===== src/rtl/assert_macros.svh =====
`ifndef ASSERT_MACROS_SVH
`define ASSERT_MACROS_SVH

// Checked at every rising edge outside reset.
`define ACET_ASSERT(label, prop, msg) \
    label: assert property (@(posedge clk) disable iff (!rst_n) prop) else $error(msg);

// Checked at every rising edge, reset included.
`define ACET_ASSERT_ALWAYS(label, prop, msg) \
    label: assert property (@(posedge clk) prop) else $error(msg);

`endif


===== src/rtl/acet_pkg.sv =====
package acet_pkg;

    localparam int ID_BITS           = 6;
    localparam int COORD_BITS        = 16;
    localparam int SIZE_BITS         = COORD_BITS - 1;
    localparam int ROW_BITS          = 32;
    localparam int ROW_BIT_W         = $clog2(ROW_BITS);
    localparam int DEF_MAX_COLLIDERS = 64;

    localparam logic KIND_TEST  = 1'b0;
    localparam logic KIND_CLEAR = 1'b1;

    localparam logic [1:0] EV_NONE  = 2'd0;
    localparam logic [1:0] EV_ENTER = 2'd1;
    localparam logic [1:0] EV_STAY  = 2'd2;
    localparam logic [1:0] EV_EXIT  = 2'd3;

    typedef struct packed {
        logic                         kind;
        logic [ID_BITS-1:0]           first_id;
        logic [ID_BITS-1:0]           second_id;
        logic signed [COORD_BITS-1:0] first_x;
        logic signed [COORD_BITS-1:0] first_y;
        logic [SIZE_BITS-1:0]         first_w;
        logic [SIZE_BITS-1:0]         first_h;
        logic signed [COORD_BITS-1:0] second_x;
        logic signed [COORD_BITS-1:0] second_y;
        logic [SIZE_BITS-1:0]         second_w;
        logic [SIZE_BITS-1:0]         second_h;
    } req_t;

    typedef struct packed {
        logic [1:0] event_res;
        logic       overlapping;
    } res_t;

endpackage


===== src/rtl/acet_overlap.sv =====
module acet_overlap (
    input  acet_pkg::req_t request,
    output logic           hit
);
    import acet_pkg::*;

    localparam int DW = COORD_BITS + 1;
    localparam int TW = COORD_BITS + 2;

    // 2*|a-b| < sa+sb, exact in integers
    function automatic logic axis_hit(
        input logic signed [COORD_BITS-1:0] a,
        input logic signed [COORD_BITS-1:0] b,
        input logic [SIZE_BITS-1:0]         sa,
        input logic [SIZE_BITS-1:0]         sb
    );
        logic signed [DW-1:0] diff;
        logic [DW-1:0]        mag;
        logic [TW-1:0]        twice;
        logic [TW-1:0]        span;
        diff  = $signed({a[COORD_BITS-1], a}) - $signed({b[COORD_BITS-1], b});
        mag   = diff[DW-1] ? $unsigned(-diff) : $unsigned(diff);
        twice = {mag, 1'b0};
        span  = TW'(sa) + TW'(sb);
        return twice < span;
    endfunction

    assign hit = axis_hit(request.first_x, request.second_x, request.first_w, request.second_w)
              && axis_hit(request.first_y, request.second_y, request.first_h, request.second_h);

endmodule


===== config.mk =====
export PLATFORM = sky130hd
export DESIGN_NAME = acet_overlap
export DESIGN_NICKNAME = d
export VERILOG_FILES = /design/src/rtl/assert_macros.svh /design/src/rtl/acet_pkg.sv /design/src/rtl/acet_overlap.sv
export SDC_FILE = /design/constraint.sdc
export NUM_CORES = 1
export LEC_CHECK = 0
export ABC_AREA = 1
export BUFFER_PORTS_ARGS = -buffer_cell sky130_fd_sc_hd__buf_2
export CAP_MARGIN = 20
export CORE_ASPECT_RATIO = 2
export CORE_MARGIN = 5
export CORE_UTILIZATION = 33
export DETAILED_ROUTE_END_ITERATION = 8
export SLEW_MARGIN = 0
export SYNTH_ARGS = -nofsm -noshare
export SYNTH_HDL_FRONTEND = slang
export SYNTH_SLANG_ARGS = --single-unit

===== constraint.sdc =====
create_clock -name vclk -period 10.7
set_clock_uncertainty 0.2 [all_clocks]
set_input_delay 1.605 -clock vclk [all_inputs]
set_output_delay 1.605 -clock vclk [all_outputs]
set_load 0.01 [all_outputs]

==> results of run 1 <==
## routing by layer
layer  GRT usage [%]  share of wire [%]  vias to the layer above
met5               0                  0                        -
met4           2.660                2.1                        0
met3          0.2089                2.5                       18
met2           35.47                 65                       82
met1           11.86                 30                     2395
li1                -                  -                     2960
## final timing paths
path              cells after the start  slack, ps    startpoint  end
hold / removal                       10       3820  request[107]  hit
setup / recovery                     28       3770   request[46]  hit
## layout make-up
cell class	instances	area (µm²)	area share, %
Timing Repair Buffer	125	625.6	11.07
Inverter	158	598.1	10.59
Tap cell	192	240.2	4.252
Multi-Input combinational cell	695	4185	74.09
## critical path, stage by stage
cell and delay [ps]:
buf_2 100, ha_1 210, fa_1 390, inv_1 110, nand3_1 110, nand2_2 120
nand3_2 80, nand3_2 80, nand2_2 60, nand3_4 80, xor2_4 340, inv_4 100
nand2_1 90, xor2_1 180, ha_1 270, a21oi_1 160, nor2_1 60, nor2_1 80
o21a_1 120, o211ai_1 90, nand2_1 80, nand2_1 50, nand2_1 60, nand3_1 70
a21oi_1 120, nand2_1 60, nor2_1 90, buf_2 150
## cell families after synthesis
| kind of cell | after synthesis | synth area share (%) |
|---|---|---|
| adders and majority gates | 98 | 26.20 |
| AOI/OAI and AO/OA | 95 | 11.06 |
| xor gates and xnor gates | 54 | 10.26 |
| buffers and inverters | 159 | 12.71 |
| and+or+nand+nor | 448 | 39.77 |
## power by group through the flow
stage / logic [µW] / clock network, µW / registers (µW)
finish: 444 / 0 / 0
global route: 523 / 0 / 0
CTS: 455 / 0 / 0
detailed placement: 453 / 0 / 0
global placement: 447 / 0 / 0
floorplan: 343 / 0 / 0
## metrics by stage
stage                     cell area [µm²]  setup slack, ps  hold WS [ps]  total power, µW  util (%)
final                                5649             3770          3824            443.7     39.36
after global routing                 5649             3374          3933            523.2     39.36
after CTS                            5649             3726          3851            455.5     39.36
after detailed placement             5649             3730          3846            453.2     39.36
after global placement               5649             3768          3838            446.9     39.36
after floorplan                      4795             4363          3524            342.9         -
## layout by cell type (no fill, tap or decap), drive strengths merged, types with 2 or more instances in the layout
master    n
or2       2
xnor2    24
inv     158
o21a      2
o211ai    2
and2      3
a221oi    2
a21oi    61
buf     125
a21boi    2
o21ai    19
nand3    68
fa        4
xor2     30
nand4     8
ha       94
nand3b    4
nor3      5
nor2     80
a31oi     3
nand2   277
==> results by stage, run 1 <==
Yosys:
- Yosys printed 0 warnings.
- The post-synthesis instance area is 4795 µm².
- The mean post-synth cell area is 5.614 µm².
- The synthesized net count is 1089.
- The synthesized design spends more area on one cell type than any other, namely ha_1.
- Sequential elements use 0% of the synthesized area.
- Counting distinct cell types in the post-synthesis netlist gives 39.
- Among all cell types in the netlist, the one instantiated most often is nand2_1.
- The gate count after technology mapping is 854.
- After synthesis, the cell types taking the most area are ha_1, nand2_1, inv_1, nand3_1, a21oi_1.
- Summed over its instances, the top area cell type makes up 24.53% of the synthesized netlist area.
- Sorting the synthesized cells by how often they occur yields nand2_1, inv_1, ha_1, nor2_1, nand3_1.

Die:
- The die width is 95.23 µm.
- The initial utilization of the core area, before any placement, comes to 33.41%.
- The number of rows created at floorplan is 62.
- The height of the die is 180.5 µm.
- The die covers 17190 µm².
- The placeable core region is 14350 µm².
- The number of I/O pins is 138.

Global routing:
- The maximum number of pins on one net before global-route repair is 11.
- The residual overflow from global routing is 0.
- The via count of the first global-routing pass is 5436.
- Global routing consumed, over all layers together, 14.90% of the routing resources.
- The number of antenna violations at the first check in global routing was 0.
- The first global-routing pass estimated 21640 µm of wire.

Outcome:
- The run finished with clean final reports.

Power:
- The part of the power in registers is 0%.
- The share of total power in the clock network is 0%.
- Net switching is 58.94% of the power.
- The combinational share of power is 100.0%.
- The worst voltage drop across the vdd grid is 41.32 µV.
- The analysis attributes to net switching a power of 261.5 µW.
- The internal power of the cells totals 182.2 µW.
- Power spread over the standard cell area amounts to 78.54 nW/µm².
- The leakage component of the power is 0.003454 µW.

Timing:
- The final count of pins violating max slew is 0.
- The share of the clock period used by the worst path is 64.77%.
- Setup repair after global routing left no endpoint under its margin.
- The clock period minus worst slack is 6930 ps.
- The number of hold-slack violations in the final timing report is 0.
- Setup violations remaining at the end of the flow were counted as 0.
- Derived from the worst setup path, the maximum achievable clock frequency is 144.3 MHz.
- The remaining max-slew budget at the tightest pin is 70.99%.
- The setup total negative slack is 0 ps.
- The transition time of the tightest slew-check pin is 435.1 ps.

Worst setup path:
- The kind of end point of the critical path is an output pin.
- Data on the critical path is required at its endpoint by 8900 ps.
- The critical path startpoint category is an input pin.
- In this run the worst path has a maximum fanout of 10.
- The arrival time reported for the critical path endpoint is 5130 ps.
- The kind of critical path is input pin to output pin.

Routing:
- The final routed wire length divided by cell count is 10.83 µm.
- The detailed-route via count is 5455.
- The number of remaining DRC errors is 0.
- The first routing iteration left 86 violations.
- Once detail routing completed, the nets flagged for antenna violations numbered 0.
- The wire length reported by the detailed router is 12670 µm.
- The post-detailed-route via-to-cell ratio is 4.662.
- The number of detailed-route iterations in the first pass is 4.

Placed design:
- The congestion estimate from routability-driven global placement came to 0.8795.
- The number of I/O port buffers is 125.
- Including well taps, the total number of placed cells is 1170.
- The HPWL reported at the end of detailed placement is 11980 µm.

Final layout:
- There are 0 flip-flops and latches.
- After the last flow step, the layout net total stands at 1215.
- The post-route netlist has 16.77% of its cells at a drive strength greater than 1.
- The layout overhead on the synthesized area is 17.82%.
- The diode insertion count for antenna repair is 0.
- Counting the clock-network buffers in the layout gives 0.
- Summing all flip-flop and latch instances after layout gives 0 µm².
- The number of non-filler instances in the completed layout is 1170.
- The layout has 1687 filler cells.

Hold path:
- The path class of the tightest hold or removal check is input pin to output pin.

Clock network:
- The total setup buffers inserted after CTS is 0.
- The post-cts resize count is 0.
- The number of buffers inserted by hold repair at cts is 0.

Run:
- The total of max-cap violations is 0.
Power figures use the tool's default switching activity.
==> inputs of run 2 (changes only) <==
Clock period 10.7 ns to 6.49 ns, I/O delays scaled along.
==> results by stage, run 2 (synthesis gave the netlist of run 1 again) <==
Outcome:
- The run finished with clean final reports.

Power:
- In this run, the clock network consumes 0% of the power.
- The share of total power dissipated in combinational logic is 100.0%.
- Registers are responsible for 0% of the overall power.
- Summing internal, switching and leakage power gives 732.9 µW.
- Net switching is 58.93% of the power.
- The leakage component of the power is 0.003454 µW.
- The internal power of the cells totals 301.0 µW.
- Power spread over the standard cell area amounts to 129.7 nW/µm².
- The worst-case IR drop observed on VDD is 74.29 µV.
- Summed over all nets, the switching power comes to 431.9 µW.

Worst setup path:
- Along the worst path, the maximum fanout reaches 10.
- The worst setup path is launched from an input pin.
- At the worst endpoint, the required time is 5320 ps.
- The worst setup path is of the input pin to output pin kind.
- STA classifies the critical path endpoint as an output pin.
- The arrival time reported for the critical path endpoint is 4490 ps.

Global routing:
- The number of antenna violations at the first check in global routing is 0.
- Global routing consumed, over all layers together, 15.07% of the routing resources.
- The first global-routing pass estimated 21910 µm of wire.
- The maximum number of pins on one net before global-route repair is 11.
- Global routing finished with a remaining overflow of 0.
- The via count of the first global-routing pass is 5631.

Timing:
- In this run the tightest slew margin relative to its limit is 70.65%.
- The highest clock rate is 176.7 MHz.
- The transition time of the tightest slew-check pin is 440.2 ps.
- Setup repair after global routing left no endpoint under its margin.
- The number of hold-slack violations in the final timing report was 0.
- Across all setup checks in the final design, the least slack found is 829.7 ps.
- The setup total negative slack is 0 ps.
- Dividing the final minimum period by the clock period gives 87.22%.
- The setup-violating endpoint count in the final report is 0.
- The final count of pins violating max slew is 0.
- The clock period minus worst slack is 5660 ps.

Final layout:
- The final sequential cell count is 0.
- The final standard cell area without fillers is 5649 µm².
- Leaving out filler cells and counting taps, the final layout contains 1170.
- The library cells used most frequently in the layout, excluding fill and tap cells, are nand2_1, inv_1, buf_2, ha_1, nor2_1.
- The layout has 0 clock buffers.
- The multi-input combinational cells in the finished layout cover a total of 4185 µm².
- The library cell used most frequently in the layout, excluding fill and tap cells, is nand2_1.
- From synthesis to final layout, the design area changed by 17.82%.
- The fraction of final layout cells with drive strength greater than 1 is 16.77%.
- The register area is 0 µm².
- The diode insertion count for antenna repair is 0.
- The final layout contains 1215 nets.
- Counting the fill cells in the layout gives 1712.

Placed design:
- Port buffering added 125 buffers.
- The number of placed instances, taps included is 1170.
- OpenSTA, run right after detailed placement, puts the worst setup slack at 811.6 ps.
- At the end of routability-driven placement, the weighted congestion stood at 0.8863.
- The HPWL reported at the end of detailed placement is 12040 µm.
- The area of placed instances is 5649 µm².

Die:
- For this design the top-level I/O count stands at 138.
- The die is 95.23 µm wide.
- The total area inside the core boundary comes to 14350 µm².
- The effective utilization at floorplan is 33.41%.
- The die outline area is 17190 µm².
- The die is 180.5 µm tall.
- The number of rows created at floorplan is 62.

Routing:
- In this run, the number of DRC markers left after iteration 0 of detailed routing was 55.
- The wire length reported by the detailed router is 12850 µm.
- Detailed routing inserted a total of 5483 vias.
- The final routed wire length divided by cell count is 10.98 µm.
- Once detail routing completed, the nets flagged for antenna violations numbered 0.
- Dividing the detail-routed via count by the number of cells gives 4.686.
- The number of detailed-route iterations in the first pass is 4.
- After detailed routing, the number of remaining DRC violations is 0.

Clock network:
- The post-cts resize count is 0.
- Post-CTS timing repair inserted 0 buffers for setup.
- The number of buffers inserted by hold repair at cts is 0.

Hold path:
- The path category of the worst min-delay check is input pin to output pin.

Run:
- The total of max-cap violations is 0.
[run 2: cell counts in the layout (fill, tap and decap cells not counted)]
Identical to the previous run, type by type.
[run 2: critical path, stage by stage]
cell      delay, ps
buf_2           100
ha_1            210
fa_1            390
inv_1           120
nand3_1         110
nand2_2         110
nand3_2          80
nand3_2          80
nand2_2          60
nand3_4          80
xor2_4          330
inv_4           100
nand2_1          90
xor2_1          150
ha_1            260
a21oi_1         150
nor2_1           50
nor2_1          100
o21a_1          130
o211ai_1         80
nand2_1          80
nand2_1          50
nand2_1          60
nand3_1          70
a21oi_1         120
nand2_1          70
nor2_1          120
buf_2           150
[run 2: power groups by stage]
stage / Combinational, µW / Clock [µW] / Sequential, µW
finish: 733 / 0 / 0
global route: 864 / 0 / 0
detailed placement: 750 / 0 / 0
floorplan: 565 / 0 / 0
CTS: 754 / 0 / 0
global placement: 736 / 0 / 0
[run 2: layout make-up]
cell class	instances	area share, %
Tap cell	192	4.252
Timing Repair Buffer	125	11.07
Inverter	158	10.59
Multi-Input combinational cell	695	74.09
[run 2: metal layers]
| layer | up-vias | global-route usage [%] | routed length, µm |
|---|---|---|---|
| met2 | 82 | 35.80 | 8278 |
| li1 | 2961 | - | - |
| met1 | 2418 | 11.70 | 3871 |
| met3 | 22 | 0.2089 | 352 |
| met5 | - | 0 | 0 |
| met4 | 0 | 3.470 | 345 |
[run 2: metrics by stage]
| stage | hold WS (ps) | utilization (%) |
|---|---|---|
| after CTS | 2606 | 39.36 |
| after global placement | 2595 | 39.36 |
| after floorplan | 2261 | - |
| after detailed placement | 2603 | 39.36 |
| after global routing | 2717 | 39.36 |
| final | 2582 | 39.36 |
[run 2: final timing paths]
| path | slack [ps] | to | depth (start not counted) | start |
|---|---|---|---|---|
| worst max-delay path | 830 | hit | 28 | request[46] |
| worst min-delay path | 2580 | hit | 10 | request[107] |
==> inputs of run 3 (changes only) <==
==> constraint.sdc (replaced) <==
create_clock -name vclk -period 6.49
set_clock_uncertainty 0.2 [all_clocks]
set_input_delay 0.3245 -clock vclk [all_inputs]
set_output_delay 0.3245 -clock vclk [all_outputs]
set_load 0.01 [all_outputs]
==> results by stage, run 3 (synthesis gave the netlist of run 1 again) <==
Worst setup path:
- STA classifies the critical path endpoint as an output pin.
- The data required time at the worst endpoint is 5970 ps.
- By startpoint and endpoint, the worst setup path is classified as input pin to output pin.
- The worst-path maximum fanout is 10.
- The critical path startpoint category is an input pin.
- At the worst endpoint, the arrival time is 3760 ps.

Timing:
- Setup slack on the critical path of the routed design comes to 2205 ps.
- The worst pin sits at a relative slew slack of 70.81%.
- The number of hold-slack violations in the final timing report came to 0.
- The share of the clock period used by the worst path is 66.02%.
- Setup repair after global routing left no endpoint under its margin.
- The highest clock rate is 233.4 MHz.
- At the pin with the least slew margin, the transition time is 437.9 ps.
- After routing, the total negative slack on setup checks comes to 0 ps.
- The clock period minus worst slack is 4285 ps.
- The worst-case hold slack is 1275 ps.
- The final count of pins violating max slew was 0.
- The setup-violating endpoint count in the final report is 0.

Routing:
- After detailed routing, the total wire length is 12760 µm.
- The post-detailed-route via-to-cell ratio is 4.642.
- In the final routed layout, each cell accounts on average for 10.90 µm.
- The remaining antenna violation count is 0.
- The number of remaining DRC errors is 0.
- The number of detailed-route iterations in the first pass is 4.
- Across all layers, the routed design uses 5431 vias.
- For this block, the initial DRC count from the detailed router was 82.

Hold path:
- The path category of the worst min-delay check is input pin to output pin.

Die:
- The die outline area is 17190 µm².
- The height of the die is 180.5 µm.
- The floorplan has 62 rows.
- The die width is 95.23 µm.
- During I/O placement, the number of pins put on the boundary was 138.
- The initial utilization of the core area, before any placement, comes to 33.41%.
- The region available for standard cell placement spans 14350 µm².

Power:
- The internal power consumption is 301.5 µW.
- Net switching is 58.82% of the power.
- Summed over all nets, the switching power comes to 430.6 µW.
- In this run, the combinational gates consume 100.0% of the power.
- The part of the power in registers is 0%.
- The power density normalized to cell area is 129.6 nW/µm².
- The share of total power in the clock network is 0%.
- In this run the static leakage power is 0.003454 µW.
- The worst-case IR drop observed on VDD is 66.57 µV.

Outcome:
- The run finished with clean final reports.

Run:
- The total of max-cap violations is 0.

Placed design:
- The number of placed instances, taps included is 1170.
- Once detailed placement completed, the half-perimeter wirelength came to 12050 µm.
- Routability-driven placement finished with a final weighted congestion of 0.8843.
- The number of I/O port buffers is 125.
- At the placement stage, the worst setup path has a slack of 2157 ps.

Final layout:
- The register area is 0 µm².
- The net total in the final layout is 1215.
- The diode insertion count for antenna repair is 0.
- The fraction of final layout cells with drive strength greater than 1 is 16.77%.
- Leaving out fill and tap cells, the most frequent cells in the layout are nand2_1, inv_1, buf_2, ha_1, nor2_1.
- Leaving out fill and tap cells, the most frequent cell in the layout is nand2_1.
- The design has 0 sequential cells.
- In the finished layout, the clock tree contains a buffer count of 0.
- The number of non-filler instances in the completed layout is 1170.
- The layout overhead on the synthesized area is 17.82%.

Global routing:
- The first-pass GRT wire length is 21570 µm.
- The residual overflow from global routing is 0.
- Entering global routing, the biggest net connects 11 pins.
- The via count of the first global-routing pass was 5525.
- Global routing used 14.88% of the available tracks.
- The number of antenna violations at the first check in global routing was 0.

Clock network:
- The number of hold buffers added after CTS was 0.
- The total setup buffers inserted after CTS is 0.
- Once the clock tree was built, the resizer swapped 0 gates to a different size.
run 3: cell counts in the layout (fill, tap and decap cells not counted):
No cell type changed its count.
run 3: routing by layer:
| metal | wire length [µm] | vias to the layer above | GRT usage (%) |
|---|---|---|---|
| met3 | 292 | 23 | 0.08358 |
| met1 | 3902 | 2380 | 11.73 |
| met2 | 8221 | 73 | 35.27 |
| li1 | - | 2955 | - |
| met4 | 342 | 0 | 3.355 |
| met5 | 0 | - | 0 |
run 3: per-stage QoR:
| stage | instance area, µm² | util [%] | total power (µW) |
|---|---|---|---|
| 5_1_grt | 5649 | 39.36 | 862.2 |
| 2_1_floorplan | 4795 | - | 565.4 |
| 4_1_cts | 5649 | 39.36 | 752.7 |
| 3_5_place_dp | 5649 | 39.36 | 748.9 |
| 6_report | 5649 | 39.36 | 732.1 |
| 3_3_place_gp | 5649 | 39.36 | 735.9 |
run 3: worst max-delay path, stage by stage:
cell      delay [ps]
buf_2            100
ha_1             210
fa_1             390
inv_1            110
nand3_1          100
nand2_2          110
nand3_2           80
nand3_2           80
nand2_2           60
nand3_4           80
xor2_4           320
inv_4            100
nand2_1           90
xor2_1           170
ha_1             270
a21oi_1          150
nor2_1            50
nor2_1            80
o21a_1           120
o211ai_1          80
nand2_1           70
nand2_1           50
nand2_1           60
nand3_1           70
a21oi_1          120
nand2_1           60
nor2_1            90
buf_2            150
run 3: power by group through the flow:
stage	logic (µW)	registers, µW	clock network (µW)
after floorplan	565	0	0
after global routing	862	0	0
final	732	0	0
after CTS	753	0	0
after global placement	736	0	0
after detailed placement	749	0	0
run 3: worst paths after layout:
check	slack, ps	start	depth (start not counted)	to
setup / recovery	2210	request[46]	28	hit
hold / removal	1270	request[107]	10	hit
run 3: layout make-up:
class / instances / area (µm²)
multi-input cells: 695 / 4185
well taps: 192 / 240.2
fillers: 1707 / 8702
repair buffers: 125 / 625.6
inverters: 158 / 598.1
